### src/tcwc_pkg.sv
// Shared types, codes and reset constants of the congestion window control block.
`default_nettype none

package tcwc_pkg;

    // Data path width of window, threshold, budget and divider
    localparam int DATA_W = 32;
    localparam int MSS_W  = 16;

    // Request kinds carried on the input tuser
    typedef enum logic [1:0] {
        REQ_ACK   = 2'd0,
        REQ_LOSS  = 2'd1,
        REQ_BEGIN = 2'd2,
        REQ_NONE  = 2'd3
    } t_req;

    // Configuration register indexes
    typedef enum logic [1:0] {
        CFG_SEGMENT_SIZE      = 2'd0,
        CFG_INITIAL_WINDOW    = 2'd1,
        CFG_INITIAL_THRESHOLD = 2'd2,
        CFG_UNUSED            = 2'd3
    } t_cfg_idx;

    // Reset values
    localparam logic [MSS_W-1:0]  RST_MSS       = 16'd1024;
    localparam logic [DATA_W-1:0] RST_WINDOW    = 32'd1024;
    localparam logic [DATA_W-1:0] RST_THRESHOLD = 32'd65536;
    localparam logic [1:0]        DUP_ONE       = 2'd1;
    localparam logic [1:0]        DUP_MAX       = 2'd3;

    // Sequencer states
    typedef enum logic [3:0] {
        S_IDLE,
        S_LOAD,
        S_RECOV,
        S_CHK_GO,
        S_CHK_WAIT,
        S_CHECK,
        S_GROW,
        S_MUL,
        S_GQ_GO,
        S_GQ_WAIT,
        S_ADD,
        S_ROUND_GO,
        S_ROUND_WAIT,
        S_FIN
    } t_state;

    // Request to the shared divider
    typedef struct packed {
        logic              start;
        logic [DATA_W-1:0] dividend;
        logic [DATA_W-1:0] divisor;
    } t_div_req;

    // Status from the shared divider
    typedef struct packed {
        logic              done;
        logic [DATA_W-1:0] quotient;
    } t_div_rsp;

endpackage

`default_nettype wire

### src/tcwc_div.sv
// Shared restoring divider, one quotient bit per cycle; a zero divisor gives all ones.
`default_nettype none

module tcwc_div import tcwc_pkg::*; (
    input  wire logic     i_clk,
    input  wire logic     i_rst_n,
    input  wire t_div_req i_req,
    output t_div_rsp      o_rsp
);

    localparam int CNT_W = $clog2(DATA_W + 1);

    logic [DATA_W-1:0] r_rem;
    logic [DATA_W-1:0] r_quo;
    logic [DATA_W-1:0] r_dvs;
    logic [CNT_W-1:0]  r_cnt;
    logic              r_done;
    logic [DATA_W+1:0] w_diff;

    // Trial subtract of the shifted remainder
    assign w_diff = {1'b0, r_rem, r_quo[DATA_W-1]} - {2'b00, r_dvs};

    // Count steps and flag the last one
    always_ff @(posedge i_clk) begin
        if (!i_rst_n) begin
            r_cnt  <= '0;
            r_done <= 1'b0;
        end else begin
            r_done <= 1'b0;
            if (i_req.start) begin
                r_cnt <= CNT_W'(DATA_W);
            end else if (r_cnt != '0) begin
                r_cnt <= r_cnt - 1'b1;
                if (r_cnt == CNT_W'(1)) begin
                    r_done <= 1'b1;
                end
            end
        end
    end

    // Load operands, then shift in one quotient bit per step
    always_ff @(posedge i_clk) begin
        if (i_req.start) begin
            r_rem <= '0;
            r_quo <= i_req.dividend;
            r_dvs <= i_req.divisor;
        end else if (r_cnt != '0) begin
            if (!w_diff[DATA_W+1]) begin
                r_rem <= w_diff[DATA_W-1:0];
            end else begin
                r_rem <= {r_rem[DATA_W-2:0], r_quo[DATA_W-1]};
            end
            r_quo <= {r_quo[DATA_W-2:0], ~w_diff[DATA_W+1]};
        end
    end

    assign o_rsp.done     = r_done;
    assign o_rsp.quotient = r_quo;

endmodule

`default_nettype wire

### src/tcp_congestion_window_control_top.sv
// Top level of the sender-side congestion window control block.
// Use:
//   Input stream (i_s_*): one request per item; tuser holds the request kind
//   (acknowledged segment, loss report, begin transfer), tdata holds the ack
//   number and the reload flag. Output stream (o_m_*): one result per request
//   with window, threshold, avoidance flag, recovery flag and sends left.
//   Configuration channel (i_cfg_*): segment size, initial window and initial
//   threshold, written by index; always ready.
// Sequence:
//   One request at a time; o_s_tready is high only while the sequencer idles.
//   Every division runs through one shared restoring divider. Begin transfer:
//   load, then the round budget division. Segment or loss: recovery, then the
//   check division; at a round end also doubling in slow start or, in avoidance,
//   the quotient mss*mss/window, then the new round budget. Unused kind: straight to the result.
// Reset: synchronous, active low; restores the configuration defaults and
//   the transfer state, empties the output register.
// Stall: the finished result waits in the output register; a new request is
//   taken meanwhile, and its result waits in the last state until the
//   previous one has been taken.
`default_nettype none

module tcp_congestion_window_control_top import tcwc_pkg::*; (
    input  wire logic          i_clk,
    input  wire logic          i_rst_n,
    // Input stream
    input  wire logic          i_s_tvalid,
    output logic               o_s_tready,
    input  wire logic [39:0]   i_s_tdata,   // [31:0] ack_number, [32] reload_windows, zero pad
    input  wire logic [1:0]    i_s_tuser,   // [1:0] req_type
    // Output stream
    output logic               o_m_tvalid,
    input  wire logic          i_m_tready,
    output logic [103:0]       o_m_tdata,   // [31:0] window_bytes, [63:32] threshold_bytes,
                                            // [64] avoidance_mode, [65] recovery_due,
                                            // [97:66] sends_left, zero pad
    // Configuration write channel
    input  wire logic          i_cfg_valid,
    output logic               o_cfg_ready,
    input  wire logic [1:0]    i_cfg_index,
    input  wire logic [31:0]   i_cfg_data
);

    t_state            r_state, n_state;

    // Configuration
    logic [MSS_W-1:0]  r_mss;
    logic [DATA_W-1:0] r_init_win;
    logic [DATA_W-1:0] r_init_thr;

    // Captured request
    t_req              r_req;
    logic [DATA_W-1:0] r_ack;
    logic              r_reload;

    // Transfer state
    logic [DATA_W-1:0] r_win, n_win;
    logic [DATA_W-1:0] r_thr, n_thr;
    logic [DATA_W-1:0] r_budget, n_budget;
    logic              r_avoid, n_avoid;
    logic [1:0]        r_dup, n_dup;
    logic [DATA_W-1:0] r_prev, n_prev;
    logic              r_recov, n_recov;
    logic [DATA_W-1:0] r_prod;

    // Output register
    logic              r_ovalid;
    logic [103:0]      r_odata;

    // Divider
    t_div_req          w_div_req;
    t_div_rsp          w_div_rsp;
    logic [DATA_W-1:0] w_quo;

    // Arithmetic
    logic [DATA_W-1:0] w_half;
    logic [17:0]       w_mss3;
    logic [DATA_W+1:0] w_rsum;
    logic [DATA_W:0]   w_dsum;
    logic [DATA_W:0]   w_asum;
    logic [DATA_W-1:0] w_eff_budget;
    logic [DATA_W-1:0] w_dec;
    logic [1:0]        w_dup_next;
    logic              w_accept;
    logic              w_out_free;

    assign w_accept   = i_s_tvalid && o_s_tready;
    assign w_out_free = !r_ovalid || i_m_tready;
    assign w_quo      = w_div_rsp.quotient;

    tcwc_div u_div (
        .i_clk   (i_clk),
        .i_rst_n (i_rst_n),
        .i_req   (w_div_req),
        .o_rsp   (w_div_rsp)
    );

    // Fast recovery sum, doubling and avoidance growth, all saturating
    assign w_half = r_win >> 1;
    assign w_mss3 = {1'b0, r_mss, 1'b0} + {2'b00, r_mss};
    assign w_rsum = {2'b00, w_half} + {{(DATA_W-16){1'b0}}, w_mss3};
    assign w_dsum = {1'b0, r_win} + {1'b0, r_win};
    assign w_asum = {1'b0, r_win} + {1'b0, w_quo};

    // Round check: budget after recovery, spent send, duplicate count
    assign w_eff_budget = r_recov ? w_quo : r_budget;
    assign w_dec        = (w_eff_budget == '0) ? '0 : w_eff_budget - 1'b1;

    always_comb begin
        w_dup_next = r_dup;
        if (r_req == REQ_ACK) begin
            if (r_ack == r_prev) begin
                w_dup_next = (r_dup == DUP_MAX) ? DUP_MAX : r_dup + 1'b1;
            end else begin
                w_dup_next = DUP_ONE;
            end
        end
    end

    // Next state
    always_comb begin
        n_state = r_state;
        case (r_state)
            S_IDLE: begin
                if (w_accept) begin
                    if (i_s_tuser inside {REQ_ACK, REQ_LOSS}) begin
                        n_state = S_RECOV;
                    end else if (i_s_tuser == REQ_BEGIN) begin
                        n_state = S_LOAD;
                    end else begin
                        n_state = S_FIN;
                    end
                end
            end
            S_LOAD:       n_state = S_ROUND_GO;
            S_RECOV:      n_state = S_CHK_GO;
            S_CHK_GO:     n_state = S_CHK_WAIT;
            S_CHK_WAIT:   n_state = w_div_rsp.done ? S_CHECK : S_CHK_WAIT;
            S_CHECK: begin
                if (w_dup_next != DUP_MAX && w_dec == '0) begin
                    n_state = S_GROW;
                end else begin
                    n_state = S_FIN;
                end
            end
            S_GROW:       n_state = r_avoid ? S_MUL : S_ROUND_GO;
            S_MUL:        n_state = S_GQ_GO;
            S_GQ_GO:      n_state = S_GQ_WAIT;
            S_GQ_WAIT:    n_state = w_div_rsp.done ? S_ADD : S_GQ_WAIT;
            S_ADD:        n_state = S_ROUND_GO;
            S_ROUND_GO:   n_state = S_ROUND_WAIT;
            S_ROUND_WAIT: n_state = w_div_rsp.done ? S_FIN : S_ROUND_WAIT;
            S_FIN:        n_state = w_out_free ? S_IDLE : S_FIN;
            default:      n_state = S_IDLE;
        endcase
    end

    // Datapath updates and divider requests per state
    always_comb begin
        n_win     = r_win;
        n_thr     = r_thr;
        n_budget  = r_budget;
        n_avoid   = r_avoid;
        n_dup     = r_dup;
        n_prev    = r_prev;
        n_recov   = r_recov;
        w_div_req = '{start: 1'b0, dividend: r_win, divisor: {{(DATA_W-MSS_W){1'b0}}, r_mss}};
        case (r_state)
            S_LOAD: begin
                if (r_reload) begin
                    n_win = r_init_win;
                    n_thr = r_init_thr;
                end
                n_avoid = 1'b0;
                n_dup   = DUP_ONE;
                n_prev  = '0;
            end
            S_RECOV: begin
                n_recov = (r_dup == DUP_MAX);
                if (r_dup == DUP_MAX) begin
                    n_thr = w_half;
                    n_win = (w_rsum[DATA_W+1:DATA_W] != 2'b00) ? '1 : w_rsum[DATA_W-1:0];
                    n_dup = DUP_ONE;
                end
            end
            S_CHK_GO, S_ROUND_GO: begin
                w_div_req.start = 1'b1;
            end
            S_CHECK: begin
                if (r_win >= r_thr && w_eff_budget == w_quo) begin
                    n_avoid = 1'b1;
                end
                n_budget = w_dec;
                n_dup    = w_dup_next;
                if (r_req == REQ_ACK) begin
                    n_prev = r_ack;
                end
            end
            S_GROW: begin
                if (!r_avoid) begin
                    n_win = w_dsum[DATA_W] ? '1 : w_dsum[DATA_W-1:0];
                end
            end
            S_GQ_GO: begin
                w_div_req = '{start: 1'b1, dividend: r_prod, divisor: r_win};
            end
            S_ADD: begin
                n_win = w_asum[DATA_W] ? '1 : w_asum[DATA_W-1:0];
            end
            S_ROUND_WAIT: begin
                if (w_div_rsp.done) begin
                    n_budget = w_quo;
                end
            end
            default: begin
            end
        endcase
    end

    // Hold control state, configuration and output valid
    always_ff @(posedge i_clk) begin
        if (!i_rst_n) begin
            r_state    <= S_IDLE;
            r_mss      <= RST_MSS;
            r_init_win <= RST_WINDOW;
            r_init_thr <= RST_THRESHOLD;
            r_win      <= RST_WINDOW;
            r_thr      <= RST_THRESHOLD;
            r_budget   <= '0;
            r_avoid    <= 1'b0;
            r_dup      <= DUP_ONE;
            r_prev     <= '0;
            r_recov    <= 1'b0;
            r_ovalid   <= 1'b0;
        end else begin
            r_state  <= n_state;
            r_win    <= n_win;
            r_thr    <= n_thr;
            r_budget <= n_budget;
            r_avoid  <= n_avoid;
            r_dup    <= n_dup;
            r_prev   <= n_prev;
            r_recov  <= n_recov;
            if (i_cfg_valid && o_cfg_ready) begin
                case (t_cfg_idx'(i_cfg_index))
                    CFG_SEGMENT_SIZE:      r_mss      <= i_cfg_data[MSS_W-1:0];
                    CFG_INITIAL_WINDOW:    r_init_win <= i_cfg_data;
                    CFG_INITIAL_THRESHOLD: r_init_thr <= i_cfg_data;
                    default: begin
                    end
                endcase
            end
            if (r_state == S_FIN && w_out_free) begin
                r_ovalid <= 1'b1;
            end else if (i_m_tready) begin
                r_ovalid <= 1'b0;
            end
        end
    end

    // Capture the request, the square of the segment size and the result
    always_ff @(posedge i_clk) begin
        if (w_accept) begin
            r_req    <= t_req'(i_s_tuser);
            r_ack    <= i_s_tdata[31:0];
            r_reload <= i_s_tdata[32];
        end
        if (r_state == S_MUL) begin
            r_prod <= r_mss * r_mss;
        end
        if (r_state == S_FIN && w_out_free) begin
            r_odata <= {6'b0, r_budget, (r_dup == DUP_MAX), r_avoid, r_thr, r_win};
        end
    end

    assign o_s_tready  = (r_state == S_IDLE);
    assign o_m_tvalid  = r_ovalid;
    assign o_m_tdata   = r_odata;
    assign o_cfg_ready = 1'b1;

endmodule

`default_nettype wire

### config.mk
export PLATFORM = sky130hd
export DESIGN_NAME = tcp_congestion_window_control_top
export DESIGN_NICKNAME = d
export VERILOG_FILES = /design/src/tcwc_pkg.sv /design/src/tcwc_div.sv /design/src/tcp_congestion_window_control_top.sv
export SDC_FILE = /design/constraint.sdc
export NUM_CORES = 2
export LEC_CHECK = 0
export BUFFER_PORTS_ARGS = -buffer_cell sky130_fd_sc_hd__buf_2
export CAP_MARGIN = 40
export CORE_AREA = 2 2 235 237
export CTS_CLUSTER_DIAMETER = 80
export CTS_CLUSTER_SIZE = 30
export DETAILED_ROUTE_END_ITERATION = 10
export DIE_AREA = 0 0 237 239
export PLACE_DENSITY = 0.88
export SYNTH_ARGS = -nofsm -noshare
export SYNTH_HDL_FRONTEND = slang
export SYNTH_SLANG_ARGS = --single-unit
export TNS_END_PERCENT = 10
### constraint.sdc
create_clock -name i_clk -period 10.5 [get_ports i_clk]
set_input_delay 1.575 -clock i_clk [delete_from_list [all_inputs] [get_ports i_clk]]
set_output_delay 1.575 -clock i_clk [all_outputs]
set_load 0.01 [all_outputs]
==> impl_summary.log <==
[metrics] outcome: complete, no violations
[metrics] arrival time worst endpoint: 8.05 ns
[metrics] number of synthesis warnings: 0
[metrics] Finish-stage setup viols: 0
[metrics] flops & latches, synth: 484
[metrics] count of input and output buffers: 173
[metrics] switching power total: 4.16 mW
[metrics] overflow left after global routing: 0
[metrics] Hold/Removal Path Class: reg -> reg
[metrics] setup fix buffers added after clock tree synthesis: 0
[metrics] GRT Util Overall: 31.4%
[metrics] internal power component: 4.87 mW
[metrics] global-route wire length before repair: 142 mm
[metrics] number of placement rows: 86
[metrics] total negative setup slack: 0 ns
[metrics] HPWL Detailed: 65.4 mm
[metrics] total wire length after detailed routing: 91.0 mm
[metrics] number of global-route vias before repair: 27125
[metrics] clock root buffer: sky130_fd_sc_hd__clkbuf_16
[metrics] fraction of registers with async set/reset: 0%
[metrics] Vias per Instance: 6.28
[metrics] post-route cell area: 36500 µm²
[metrics] RSZ-0062 raised after global routing: false
[metrics] Die X: 237 µm
[metrics] cell area reported after detailed placement: 35400 µm²
[metrics] maximum number of pins on one net before global-route repair: 106
[metrics] number of hold violations in the final report: 0
[metrics] Post-DRT Antenna Nets: 0
[metrics] Max-Cap Viols: 0
[metrics] Final Max Slew Viols: 0
[metrics] main flop type after synthesis: sky130_fd_sc_hd__dfxtp_1
[metrics] critical path required time: 10.89 ns
[metrics] overall via count from detail_route: 28100
[metrics] final worst hold slack: 0.457 ns
[metrics] type of the worst setup path: reg -> reg
[metrics] switching part of the total power: 46.1%
[metrics] Post-Synthesis Cell Area: 33900 µm²
[metrics] leakage component of the power: 16.2 nW
[metrics] Skew-Pair Late Insertion Delay: 0.63 ns
[metrics] Power Density: 247 nW/µm²
[metrics] placeable core region: 54300 µm²
[metrics] post-layout minimum cycle time: 7.67 ns
[metrics] Logic pwr share: 51.0%
[metrics] relative max-transition margin: 40.6%
[metrics] number of distinct library cells after synthesis: 86
[metrics] share of the clock period used by the worst path after layout: 73.0%
[metrics] proportion of power drawn by flip-flops and latches: 34.2%
[metrics] post-synthesis sequential area ratio: 35.3%
[metrics] initial antenna violation count: 3
[metrics] count of flip-flops with a built-in enable after synthesis: 228
[metrics] GP Congestion: 0.959
[metrics] launch point of the worst hold path: r_thr[31]$_SDFFE_PN0P_
[metrics] Endpoint, Worst Hold: o_m_tdata[63]$_DFFE_PP_
[metrics] fin cells: 4474
[metrics] sinks on the clock net: 484
[metrics] clock group share of total power: 14.8%
[metrics] share of cells above drive strength 1: 9.24%
[metrics] Reg2Reg Depth: 23
[metrics] Hold Path Stages: 0
[metrics] number of buffers created by CTS: 28
[metrics] initial core utilization: 62.4%
[metrics] Critical Path Source Type: register
[metrics] type of destination of the critical path: register
[metrics] clock transition time at the flip-flop clock pins of the worst setup and hold paths: 0.11 ns
[metrics] Worst IR Drop VDD: 0.157 mV
[metrics] setup slack, reg-to-reg: 2.83 ns
[metrics] Area Growth Syn to Fin: 7.75%
[metrics] peak clock frequency supported by timing: 0.130 GHz
[metrics] number of cells produced by synthesis: 3672
[metrics] count of hold buffers inserted by post-cts repair: 0
[metrics] starting DRC count in detailed routing: 3032
[metrics] maximum buffer depth of the clock tree: 3
[metrics] die area: 56600 µm²
[metrics] placed instance count: 4419
[metrics] Slew @ Worst Pin: 0.888 ns
[metrics] Wirelength per Cell: 20.3 µm
[metrics] critical register-to-register path endpoint: r_prod[31]$_DFFE_PP_
[metrics] CTS tree: built
[metrics] crit-path max FO: 14
[metrics] RR Startpoint: r_mss[3]$_SDFFE_PN0P_
[metrics] Final nets: 4246
[metrics] htree depth: 1
[metrics] Mapped Avg Cell Area: 9.23 µm²
[metrics] TritonRoute pass-1 iters: 6
[metrics] # IOs: 188
[metrics] DR DRC count: 0
[metrics] largest clock skew in the final design: 0.0305 ns
[metrics] Chip Height: 239 µm
[metrics] total of cells resized after clock tree synthesis: 0
[power groups by stage]
stage          logic (mW)  registers [mW]  clock network (mW)
2_1_floorplan        3.50            2.78                   0
3_3_place_gp         4.29            3.08                   0
3_5_place_dp         4.46            3.09                   0
4_1_cts              4.51            3.05                1.34
5_1_grt              5.08            3.11                1.40
6_report             4.60            3.09                1.33
[cell usage after synthesis, types with 43 or more instances]
cell,number,area [µm²]
sky130_fd_sc_hd__nand2_1,543,2040
sky130_fd_sc_hd__inv_1,347,1300
sky130_fd_sc_hd__dfxtp_1,256,5120
sky130_fd_sc_hd__ha_1,240,3000
sky130_fd_sc_hd__edfxtp_1,228,6850
sky130_fd_sc_hd__a21oi_1,202,1010
sky130_fd_sc_hd__fa_1,180,3600
sky130_fd_sc_hd__clkbuf_1,175,657
sky130_fd_sc_hd__o21ai_0,170,851
sky130_fd_sc_hd__xnor2_1,158,1380
sky130_fd_sc_hd__nor2_1,153,574
sky130_fd_sc_hd__a21boi_0,86,646
sky130_fd_sc_hd__a21o_1,74,556
sky130_fd_sc_hd__nand3_1,74,370
sky130_fd_sc_hd__nor3_1,61,305
sky130_fd_sc_hd__and2_1,54,338
sky130_fd_sc_hd__xor2_1,54,473
sky130_fd_sc_hd__a221oi_1,45,394
sky130_fd_sc_hd__o211ai_1,43,323
[per-stage QoR]
step                      worst slack, ns  utilization (%)  total power [mW]
after global placement               3.19             65.1              7.37
after floorplan                      1.55                -              6.28
after detailed placement             3.08             65.2              7.55
after CTS                            2.92             67.2              8.90
final                                2.83             67.2              9.03
after global routing                 2.57             67.2              9.59
[worst max path at each step]
stage                                     start                     end  slack, ns  cells past startpoint
after CTS                 r_mss[3]$_SDFFE_PN0P_    r_prod[31]$_DFFE_PP_       2.92                     23
after floorplan                      i_m_tready  o_m_tdata[0]$_DFFE_PP_       1.55                      2
after global routing      r_mss[7]$_SDFFE_PN0P_    r_prod[31]$_DFFE_PP_       2.57                     21
final                     r_mss[3]$_SDFFE_PN0P_    r_prod[31]$_DFFE_PP_       2.83                     23
after global placement    r_mss[3]$_SDFFE_PN0P_    r_prod[31]$_DFFE_PP_       3.19                     24
after detailed placement  r_mss[3]$_SDFFE_PN0P_    r_prod[31]$_DFFE_PP_       3.08                     23
[routing by layer]
| layer | part of all wire (%) | up-vias | GRT usage, % |
|---|---|---|---|
| met2 | 48 | 1405 | 52.2 |
| met5 | 0.031 | - | 0 |
| met4 | 5.1 | 4 | 15.5 |
| li1 | - | 12843 | - |
| met1 | 38 | 13509 | 39.9 |
| met3 | 8.9 | 339 | 5.33 |
[worst max-delay path: stages (launching register included)]
cell and delay, ns:
sky130_fd_sc_hd__dfxtp_1 0.33, sky130_fd_sc_hd__buf_4 0.26, sky130_fd_sc_hd__clkinv_1 0.42, sky130_fd_sc_hd__nor2_1 0.36
sky130_fd_sc_hd__ha_1 0.34, sky130_fd_sc_hd__xor2_1 0.21, sky130_fd_sc_hd__fa_1 0.56, sky130_fd_sc_hd__inv_1 0.06
sky130_fd_sc_hd__fa_1 0.49, sky130_fd_sc_hd__fa_1 0.48, sky130_fd_sc_hd__fa_1 0.52, sky130_fd_sc_hd__inv_1 0.05
sky130_fd_sc_hd__fa_1 0.47, sky130_fd_sc_hd__inv_1 0.04, sky130_fd_sc_hd__ha_1 0.34, sky130_fd_sc_hd__a21o_1 0.20
sky130_fd_sc_hd__a21oi_1 0.24, sky130_fd_sc_hd__inv_1 0.07, sky130_fd_sc_hd__a221oi_1 0.66, sky130_fd_sc_hd__o21bai_1 0.27
sky130_fd_sc_hd__or3b_2 0.52, sky130_fd_sc_hd__a31o_2 0.25, sky130_fd_sc_hd__a21oi_1 0.22, sky130_fd_sc_hd__xnor2_1 0.08
[cell type report]
type / count / area [µm²]
antenna: 3 / 7.51
tap: 704 / 881
timing repair buffer: 235 / 1380
clock inverter: 20 / 307
multi-input combinational: 2646 / 19900
fill: 3991 / 17800
clock buffer: 32 / 747
sequential: 484 / 12000
inverter: 350 / 1310
[sequential cells by signal, summed over array words and instances (netlist names), 31 cells and up]
signal / flops
r_init_thr: 32
r_ack: 32
r_prev: 32
u_div.r_rem: 32
r_win: 32
r_prod: 31
r_thr: 32
u_div.r_quo: 32
r_init_win: 32
u_div.r_dvs: 32
r_budget: 32
o_m_tdata: 98
[cells in the final DEF, fill, tap and decap left out, types with 25 or more instances in the layout]
cell | Yosys | routed
sky130_fd_sc_hd__o211ai_1 | 43 | 43
sky130_fd_sc_hd__mux2i_1 | 37 | 37
sky130_fd_sc_hd__a21oi_1 | 202 | 201
sky130_fd_sc_hd__edfxtp_1 | 228 | 228
sky130_fd_sc_hd__nand3_1 | 74 | 74
sky130_fd_sc_hd__and2_1 | 54 | 54
sky130_fd_sc_hd__o211a_1 | 38 | 38
sky130_fd_sc_hd__or3_1 | 36 | 36
sky130_fd_sc_hd__xor2_1 | 54 | 54
sky130_fd_sc_hd__dfxtp_1 | 256 | 255
sky130_fd_sc_hd__a21o_1 | 74 | 74
sky130_fd_sc_hd__fa_1 | 180 | 180
sky130_fd_sc_hd__nor3b_1 | 27 | 25
sky130_fd_sc_hd__a221oi_1 | 45 | 44
sky130_fd_sc_hd__nor2_1 | 153 | 149
sky130_fd_sc_hd__buf_4 | 8 | 59
sky130_fd_sc_hd__nand4_1 | 40 | 40
sky130_fd_sc_hd__nand2_1 | 543 | 543
sky130_fd_sc_hd__clkbuf_16 | 0 | 29
sky130_fd_sc_hd__buf_2 | 3 | 173
sky130_fd_sc_hd__ha_1 | 240 | 240
sky130_fd_sc_hd__nand2b_1 | 29 | 29
sky130_fd_sc_hd__a22oi_1 | 33 | 33
sky130_fd_sc_hd__xnor2_1 | 158 | 158
sky130_fd_sc_hd__inv_1 | 347 | 347
sky130_fd_sc_hd__a21boi_0 | 86 | 86
sky130_fd_sc_hd__nor3_1 | 61 | 56
sky130_fd_sc_hd__o21ai_0 | 170 | 170
[logic make-up after synthesis]
| group | share of synthesized area (%) |
|---|---|
| adder cells (fa/ha/maj) | 19.5 |
| flip-flops | 35.3 |
| AO/OA/AOI/OAI | 16.7 |
| multiplexers | 1.36 |
| other | 0.0222 |
| buffers and inverters | 6.21 |
| XOR/XNOR | 5.48 |
| AND/OR/NAND/NOR | 15.4 |
Power figures use the tool's default switching activity.
